$ cat src/hdl/fsmr_pkg.sv
`timescale 1ns / 1ps

package fsmr_pkg;

    localparam int STATE_BITS    = 3;
    localparam int STATE_CNT_BITS = 4;
    localparam int PRED_COUNT    = 4;
    localparam int COL_BITS      = 2;
    localparam int ACTION_BITS   = 4;
    localparam int PERIOD_BITS   = 16;
    localparam int ERR_BITS      = 2;
    localparam int MAX_STATES    = 8;
    localparam int TRANS_BITS    = 48;
    localparam int TABLE_BITS    = 2 * TRANS_BITS;
    localparam int ACT_TAB_BITS  = MAX_STATES * ACTION_BITS;
    localparam int TAB_OFF_BITS  = 7;
    localparam int ACT_OFF_BITS  = 5;
    localparam int CFG_ADDR_BITS = 5;
    localparam int CFG_DATA_BITS = 64;
    localparam int QUEUE_DEPTH   = 2;

    // Register indexes (paddr[4:3])
    localparam logic [1:0] REG_STATE_COUNT = 2'd0;
    localparam logic [1:0] REG_TRANS_LOW   = 2'd1;
    localparam logic [1:0] REG_TRANS_HIGH  = 2'd2;
    localparam logic [1:0] REG_ACTIONS     = 2'd3;

    // Error codes
    localparam logic [ERR_BITS-1:0] ERR_NONE   = 2'd0;
    localparam logic [ERR_BITS-1:0] ERR_NO_BIT = 2'd1;
    localparam logic [ERR_BITS-1:0] ERR_MULTI  = 2'd2;
    localparam logic [ERR_BITS-1:0] ERR_RANGE  = 2'd3;

    typedef struct packed {
        logic [STATE_CNT_BITS-1:0] state_count;
        logic [TABLE_BITS-1:0]     transitions;
        logic [ACT_TAB_BITS-1:0]   actions;
    } fsmr_cfg_t;

    // Classified observation passed from front to back
    typedef struct packed {
        logic                restart;
        logic [ERR_BITS-1:0] err;
        logic [COL_BITS-1:0] col;
    } fsmr_item_t;

endpackage

$ cat src/hdl/table_driven_fsm_runner.sv
`timescale 1ns / 1ps

// Table-driven Moore machine runner. Each observation (a one-hot predictor row
// and a period number) steps a configured machine of up to eight states and
// yields one result: the action of the state reached, that state, and an
// error code (no bit set, several bits set, next state not below state_count;
// on error the state holds and the action is 0). Period 0 or 1 restarts the
// machine in state 0. A new transaction can be taken every clock cycle while
// s_ready is high. An accepted observation is written into the two-entry queue
// between the classifying front end and the back end, which holds the state,
// does the table lookup and loads the output register. So each result passes
// through a queue entry and then the output register before m_valid rises.
// While a result waits on m_ready the back end holds, and the queue absorbs up
// to two more transactions before s_ready drops.
// Program the tables over the APB port (registers at byte offsets 0, 8, 16,
// 24) only while no transaction is in flight.
module table_driven_fsm_runner
    import fsmr_pkg::*;
(
    input  logic                     aclk,
    input  logic                     aresetn,

    // APB configuration port
    input  logic                     psel,
    input  logic                     penable,
    input  logic                     pwrite,
    input  logic [CFG_ADDR_BITS-1:0] paddr,
    input  logic [CFG_DATA_BITS-1:0] pwdata,
    output logic [CFG_DATA_BITS-1:0] prdata,
    output logic                     pready,

    // Observation channel
    input  logic                     s_valid,
    output logic                     s_ready,
    input  logic [PRED_COUNT-1:0]    s_predictor_bits,
    input  logic [PERIOD_BITS-1:0]   s_period,

    // Result channel
    output logic                     m_valid,
    input  logic                     m_ready,
    output logic [ACTION_BITS-1:0]   m_decision,
    output logic [STATE_BITS-1:0]    m_new_state,
    output logic [ERR_BITS-1:0]      m_error_code
);

    fsmr_cfg_t  cfg;
    logic       fq_valid, fq_ready;
    fsmr_item_t fq_item;
    logic       qb_valid, qb_ready;
    fsmr_item_t qb_item;

    // Hold the machine description
    fsmr_cfg_regs u_cfg (
        .aclk    (aclk),
        .aresetn (aresetn),
        .psel    (psel),
        .penable (penable),
        .pwrite  (pwrite),
        .paddr   (paddr),
        .pwdata  (pwdata),
        .prdata  (prdata),
        .pready  (pready),
        .cfg     (cfg)
    );

    // Classify each observation: restart, encode column, flag bad rows
    fsmr_front u_front (
        .s_valid          (s_valid),
        .s_ready          (s_ready),
        .s_predictor_bits (s_predictor_bits),
        .s_period         (s_period),
        .q_valid          (fq_valid),
        .q_ready          (fq_ready),
        .q_item           (fq_item)
    );

    // Decouple front and back so each side can stall on its own
    fsmr_queue u_queue (
        .aclk      (aclk),
        .aresetn   (aresetn),
        .in_valid  (fq_valid),
        .in_ready  (fq_ready),
        .in_item   (fq_item),
        .out_valid (qb_valid),
        .out_ready (qb_ready),
        .out_item  (qb_item)
    );

    // Advance the machine and register the result transaction
    fsmr_back u_back (
        .aclk         (aclk),
        .aresetn      (aresetn),
        .cfg          (cfg),
        .in_valid     (qb_valid),
        .in_ready     (qb_ready),
        .in_item      (qb_item),
        .m_valid      (m_valid),
        .m_ready      (m_ready),
        .m_decision   (m_decision),
        .m_new_state  (m_new_state),
        .m_error_code (m_error_code)
    );

endmodule

$ cat src/hdl/fsmr_cfg_regs.sv
`timescale 1ns / 1ps

module fsmr_cfg_regs
    import fsmr_pkg::*;
(
    input  logic                     aclk,
    input  logic                     aresetn,
    input  logic                     psel,
    input  logic                     penable,
    input  logic                     pwrite,
    input  logic [CFG_ADDR_BITS-1:0] paddr,
    input  logic [CFG_DATA_BITS-1:0] pwdata,
    output logic [CFG_DATA_BITS-1:0] prdata,
    output logic                     pready,
    output fsmr_cfg_t                cfg
);

    logic [STATE_CNT_BITS-1:0] state_count_reg;
    logic [TRANS_BITS-1:0]     trans_low_reg;
    logic [TRANS_BITS-1:0]     trans_high_reg;
    logic [ACT_TAB_BITS-1:0]   actions_reg;
    logic                      wr_en;
    logic [1:0]                reg_idx;

    assign pready  = 1'b1;
    assign wr_en   = psel && penable && pwrite && pready;
    assign reg_idx = paddr[4:3];

    always_ff @(posedge aclk) begin
        if (!aresetn) begin
            state_count_reg <= STATE_CNT_BITS'(1);
            trans_low_reg   <= '0;
            trans_high_reg  <= '0;
            actions_reg     <= '0;
        end else if (wr_en) begin
            unique case (reg_idx)
                REG_STATE_COUNT: state_count_reg <= pwdata[STATE_CNT_BITS-1:0];
                REG_TRANS_LOW:   trans_low_reg   <= pwdata[TRANS_BITS-1:0];
                REG_TRANS_HIGH:  trans_high_reg  <= pwdata[TRANS_BITS-1:0];
                REG_ACTIONS:     actions_reg     <= pwdata[ACT_TAB_BITS-1:0];
                default:         ;
            endcase
        end
    end

    always_comb begin
        unique case (reg_idx)
            REG_STATE_COUNT: prdata = CFG_DATA_BITS'(state_count_reg);
            REG_TRANS_LOW:   prdata = CFG_DATA_BITS'(trans_low_reg);
            REG_TRANS_HIGH:  prdata = CFG_DATA_BITS'(trans_high_reg);
            REG_ACTIONS:     prdata = CFG_DATA_BITS'(actions_reg);
            default:         prdata = '0;
        endcase
    end

    assign cfg.state_count = state_count_reg;
    assign cfg.transitions = {trans_high_reg, trans_low_reg};
    assign cfg.actions     = actions_reg;

endmodule

$ cat src/hdl/fsmr_front.sv
`timescale 1ns / 1ps

module fsmr_front
    import fsmr_pkg::*;
(
    input  logic                   s_valid,
    output logic                   s_ready,
    input  logic [PRED_COUNT-1:0]  s_predictor_bits,
    input  logic [PERIOD_BITS-1:0] s_period,
    output logic                   q_valid,
    input  logic                   q_ready,
    output fsmr_item_t             q_item
);

    logic [2:0]          ones;
    logic [COL_BITS-1:0] col;

    // Encode the one-hot row; highest set bit wins, count tells the error
    always_comb begin
        ones = '0;
        col  = '0;
        for (int k = 0; k < PRED_COUNT; k++) begin
            if (s_predictor_bits[k]) begin
                ones = ones + 3'd1;
                col  = COL_BITS'(k);
            end
        end
    end

    always_comb begin
        q_item.restart = (s_period[PERIOD_BITS-1:1] == '0);
        q_item.col     = col;
        priority if (q_item.restart) begin
            q_item.err = ERR_NONE;
        end else if (ones == 3'd0) begin
            q_item.err = ERR_NO_BIT;
        end else if (ones != 3'd1) begin
            q_item.err = ERR_MULTI;
        end else begin
            q_item.err = ERR_NONE;
        end
    end

    assign q_valid = s_valid;
    assign s_ready = q_ready;

endmodule

$ cat src/hdl/fsmr_queue.sv
`timescale 1ns / 1ps

module fsmr_queue
    import fsmr_pkg::*;
(
    input  logic       aclk,
    input  logic       aresetn,
    input  logic       in_valid,
    output logic       in_ready,
    input  fsmr_item_t in_item,
    output logic       out_valid,
    input  logic       out_ready,
    output fsmr_item_t out_item
);

    fsmr_item_t entries_reg [QUEUE_DEPTH];
    logic       wr_ptr_reg, wr_ptr_next;
    logic       rd_ptr_reg, rd_ptr_next;
    logic [1:0] count_reg,  count_next;
    logic       push, pop;

    assign in_ready  = (count_reg != 2'(QUEUE_DEPTH));
    assign out_valid = (count_reg != 2'd0);
    assign push      = in_valid && in_ready;
    assign pop       = out_valid && out_ready;
    assign out_item  = entries_reg[rd_ptr_reg];

    always_comb begin
        wr_ptr_next = push ? ~wr_ptr_reg : wr_ptr_reg;
        rd_ptr_next = pop  ? ~rd_ptr_reg : rd_ptr_reg;
        count_next  = count_reg + 2'(push) - 2'(pop);
    end

    always_ff @(posedge aclk) begin
        if (!aresetn) begin
            wr_ptr_reg <= 1'b0;
            rd_ptr_reg <= 1'b0;
            count_reg  <= 2'd0;
        end else begin
            wr_ptr_reg <= wr_ptr_next;
            rd_ptr_reg <= rd_ptr_next;
            count_reg  <= count_next;
        end
    end

    always_ff @(posedge aclk) begin
        if (push) begin
            entries_reg[wr_ptr_reg] <= in_item;
        end
    end

endmodule

$ cat src/hdl/fsmr_back.sv
`timescale 1ns / 1ps

module fsmr_back
    import fsmr_pkg::*;
(
    input  logic                   aclk,
    input  logic                   aresetn,
    input  fsmr_cfg_t              cfg,
    input  logic                   in_valid,
    output logic                   in_ready,
    input  fsmr_item_t             in_item,
    output logic                   m_valid,
    input  logic                   m_ready,
    output logic [ACTION_BITS-1:0] m_decision,
    output logic [STATE_BITS-1:0]  m_new_state,
    output logic [ERR_BITS-1:0]    m_error_code
);

    logic [STATE_BITS-1:0]   state_reg,    state_next;
    logic                    valid_reg,    valid_next;
    logic [ACTION_BITS-1:0]  decision_reg, decision_next;
    logic [ERR_BITS-1:0]     err_reg,      err_next;
    logic [STATE_BITS-1:0]   nxt;
    logic [TAB_OFF_BITS-1:0] tab_off;
    logic [STATE_BITS-1:0]   act_state;
    logic [ACT_OFF_BITS-1:0] act_off;
    logic                    pop;

    assign in_ready = !valid_reg || m_ready;
    assign pop      = in_valid && in_ready;

    // Entry for (state, column) sits at bit 3 * (4 * state + column)
    assign tab_off = TAB_OFF_BITS'({state_reg, in_item.col}) * TAB_OFF_BITS'(STATE_BITS);
    assign nxt     = cfg.transitions[tab_off +: STATE_BITS];

    assign act_state = in_item.restart ? '0 : nxt;
    assign act_off   = ACT_OFF_BITS'({act_state, 2'b00});

    always_comb begin
        state_next    = state_reg;
        decision_next = '0;
        err_next      = in_item.err;
        priority if (in_item.restart) begin
            state_next    = '0;
            decision_next = cfg.actions[act_off +: ACTION_BITS];
        end else if (in_item.err != ERR_NONE) begin
            decision_next = '0;
        end else if ({1'b0, nxt} >= cfg.state_count) begin
            err_next = ERR_RANGE;
        end else begin
            state_next    = nxt;
            decision_next = cfg.actions[act_off +: ACTION_BITS];
        end
    end

    assign valid_next = pop || (valid_reg && !m_ready);

    always_ff @(posedge aclk) begin
        if (!aresetn) begin
            state_reg <= '0;
            valid_reg <= 1'b0;
        end else begin
            valid_reg <= valid_next;
            if (pop) begin
                state_reg <= state_next;
            end
        end
    end

    always_ff @(posedge aclk) begin
        if (pop) begin
            decision_reg <= decision_next;
            err_reg      <= err_next;
        end
    end

    assign m_valid      = valid_reg;
    assign m_decision   = decision_reg;
    assign m_new_state  = state_reg;
    assign m_error_code = err_reg;

endmodule
$ cat config.mk
export PLATFORM = sky130hd
export DESIGN_NAME = table_driven_fsm_runner
export DESIGN_NICKNAME = d
export VERILOG_FILES = /design/src/hdl/fsmr_pkg.sv /design/src/hdl/table_driven_fsm_runner.sv /design/src/hdl/fsmr_cfg_regs.sv /design/src/hdl/fsmr_front.sv /design/src/hdl/fsmr_queue.sv /design/src/hdl/fsmr_back.sv
export SDC_FILE = /design/constraint.sdc
export NUM_CORES = 1
export LEC_CHECK = 0
export BUFFER_PORTS_ARGS = -buffer_cell sky130_fd_sc_hd__buf_2
export CAP_MARGIN = 20
export CORE_MARGIN = 2
export CORE_UTILIZATION = 50
export CTS_CLUSTER_SIZE = 40
export DETAILED_ROUTE_END_ITERATION = 7
export HOLD_SLACK_MARGIN = 0.05
export PLACE_DENSITY = 0.74
export SETUP_SLACK_MARGIN = 0.5
export SYNTH_ARGS = -nofsm -noshare
export SYNTH_HDL_FRONTEND = slang
export SYNTH_HIERARCHICAL = 1
export SYNTH_SLANG_ARGS = --single-unit
$ cat constraint.sdc
create_clock -name aclk -period 4.06 [get_ports aclk]
set_input_delay 0.812 -clock aclk [delete_from_list [all_inputs] [get_ports aclk]]
set_output_delay 0.812 -clock aclk [all_outputs]
set_load 0.005 [all_outputs]
==> key figures <==
Timing
  – Crit path time final: 3.471 ns
  – Worst-case hold slack: 0.4689 ns
  – Fin. Hold Viols: 0
  – RSZ-0062 raised after global routing: yes
  – Number of setup violations in the final report: 0
  – Headroom to the max-slew limit: 34.51%
  – Total count of max-transition violations in the final report: 0
  – Slew @ Worst Pin: 0.9824 ns
  – Worst clock skew: 0.007535 ns
  – Post-route setup TNS: 0 ns
  – Period utilisation layout: 85.48%
  – Highest clock frequency the design can meet: 288.1 MHz

Power
  – Total power: 4.447 mW
  – Leakage Power: 4.026 nW
  – Power density of the placed cells: 452.1 nW/um^2
  – Worst-case vdd ir drop: 334.3 uV

Global routing
  – Total routing usage reported by global routing: 23.43%
  – Initial antenna violation count: 0
  – Pin count of the biggest net entering global routing: 71
  – Remaining Overflow, GRT: 0
  – First-pass GRT wire length: 32430 um
  – Number of global-route vias before repair: 6096

CTS
  – Post CTS Setup Buffer Count: 0
  – Cts bufs inserted: 17
  – Number of levels the H-tree was split into: 4
  – TritonCTS Sinks: 157
  – Latest clock arrival within the worst-skew pair: 0.43 ns
  – TritonCTS clock tree: built
  – Root cell of the clock tree: clkbuf_16
  – Deepest clock path buffer count: 2
  – Clock-pin slew on the worst setup and hold paths: 0.06 ns
  – Hold buffer count at CTS: 0

Final layout
  – Fraction of the core area covered by cells at the end of the flow: 59.74%
  – Final instance area: 9837 um^2
  – Area of the multi-input gates: 4678 um^2
  – Most frequent cells in the layout: 184 x nand2_1, 178 x mux2i_1, 140 x dfxtp_1, 133 x buf_2, 44 x a22o_1
  – Number of diodes: 0
  – Area Growth Syn to Fin: 17.50%
  – Share of post-route cells with drive strength above 1: 25.34%
  – Most frequent standard cell in the layout excluding fill and tap cells: nand2_1
  – Layout filler cell count: 1392
  – NumNets Final: 1038
  – Area used by sequential logic in the layout: 3307 um^2

Placed design
  – Total half-perimeter wirelength after legalization and detailed placement: 14340 um
  – Routability-driven placement congestion ratio: 0.8784
  – Number of buffers added on ports: 134
  – Area after DPL: 9135 um^2

Yosys
  – Async set-or-reset flop fraction in the synthesized netlist: 0%
  – Number of enable flip-flop cells after synthesis: 16
  – Avg Inst Size Synth: 10.06 um^2
  – Count of yosys warnings during synthesis: 6
  – Register bit total from synthesis: 157
  – Sequential share of the synthesized area: 39.46%
  – Netlist area before placement: 8372 um^2
  – Top flip-flop cell by instance count after synthesis: dfxtp_1
  – Number of standard cells after synthesis: 832
  – Number of distinct standard cells referenced by the synthesized netlist: 56

Drt
  – Detailed router's first-iteration violation count: 611
  – Number of iterations in the first detailed-routing pass: 5
  – Routed length per instance: 18.07 um
  – Final WL: 21090 um
  – Total number of vias: 6497
  – Drt drc: 0
  – Number of vias per cell: 5.567
  – Antenna viol nets, final: 0

Setup path
  – Biggest cell delay along the critical path: 0.52 ns
  – Slowest-stage cell, CP: mux4_1
  – Family with the most delay on the worst path: multiplexers
  – Element type at the critical path end: flop
  – Type of origin of the critical path: flop
  – Maximum fanout count along the critical path: 7
  – Data arrival, critical path: 3.80 ns
  – Required time worst endpoint: 4.39 ns
  – Crit Path Class: flop to flop
  – CP cell instances: mux2_4 > mux4_1 > mux4_2 > mux2i_4 > ha_1 > nand2b_1 > a21o_1 > a21oi_2 > o31ai_2 > nor2_2 > mux2i_1 > nor2b_1
  – Buffers and inverters on the worst path: 0

Floorplan
  – CORE AREA: 16470 um^2
  – Number of placement rows: 47
  – Height of the die: 133.4 um
  – Top-level I/O count: 172
  – Horizontal extent of the die: 133.4 um
  – Starting utilization of the core area: 50.84%
  – Die Outline Area: 17790 um^2

Run
  – Max cap viols: 0

Worst hold path
  – Worst hold path class: flop to flop

Run status
  – Run status: finished clean
-- through the flow --
stage / worst slack (ns) / cells
3_5_place_dp: 0.5265 / 1134
4_1_cts: 0.5089 / 1166
3_3_place_gp: 0.5586 / 1134
5_1_grt: 0.4953 / 1167
2_1_floorplan: 0.5312 / 847
6_report: 0.5894 / 1167
-- cells in the mapped netlist, types with 9 or more instances --
library cell    n  share of area, %
nor2_1         10              0.45
nor2b_1         9              0.67
buf_2          19               1.1
nand2_1       184               8.2
clkbuf_1       22              0.99
a21oi_1        10              0.60
mux2_2         33               4.4
mux2i_1       178                21
buf_4          27               2.4
a22o_1         44               4.6
dfxtp_1       141                34
nand2b_1       11              0.82
a22oi_1        16               1.4
edfxtp_1       16               5.7
-- cells by family (layout without fill, tap and decap cells) --
logic type | Yosys count | after routing | synth area share, %
simple gates | 248 | 248 | 13.35
other cells | 2 | 17 | 0.08971
mux | 226 | 227 | 30.07
fa+ha+maj | 8 | 8 | 1.196
xor+xnor | 5 | 5 | 0.5232
compound gates | 98 | 98 | 9.251
buf+inv | 88 | 187 | 6.068
flops | 157 | 157 | 39.46
-- final timing paths --
check                           depth (start not counted)               endpoint                      start  slack [ns]
worst max-delay path                                   12  u_back/m_new_state[1]  u_queue/entries_reg[1][0]        0.59
worst min-delay path                                    2  u_cfg/actions_reg[22]      u_cfg/actions_reg[22]        0.47
worst max register to register                         12  u_back/m_new_state[1]  u_queue/entries_reg[1][0]        0.59
worst min register to register                          2  u_cfg/actions_reg[22]      u_cfg/actions_reg[22]        0.47
-- worst reg2reg max path, delay by kind of cell, from the launching register on --
family | cells | cell delay, ns
muxes | 5 | 1.78
AOI/OAI and AO/OA | 3 | 0.53
DFF | 1 | 0.44
and+or+nand+nor | 3 | 0.38
adders and majority gates | 1 | 0.25
-- routing by layer --
metal	wire (um)	share of wire (%)	track usage, %
met3	1444	6.8	5.632
met1	9721	46	32.88
met5	0	0	0
met2	9611	46	35.94
met4	312	1.5	7.092
-- power by group --
part / switching [mW] / internal [mW] / leakage (nW)
sequential: 0.0601 / 1.67 / 1.29
clock: 0.654 / 1.15 / 0.330
combinational: 0.504 / 0.406 / 2.41
-- repair_timing --
action | 4_1_cts | 5_1_grt
endpoints found under the setup margin | 1 | 3
gates cloned | 0 | 1
gates resized for setup | 1 | 4
-- final cells by class --
type                    instances  share of cell area [%]
multi-input cells             603                   47.56
flip-flops and latches        157                   33.62
repair buffers                147                   8.853
clock buffers                  20                   4.757
well taps                     220                   2.798
clock inverters                12                   2.111
inverters                       8                  0.3053
No activity file was read; power rests on OpenSTA's default activity.
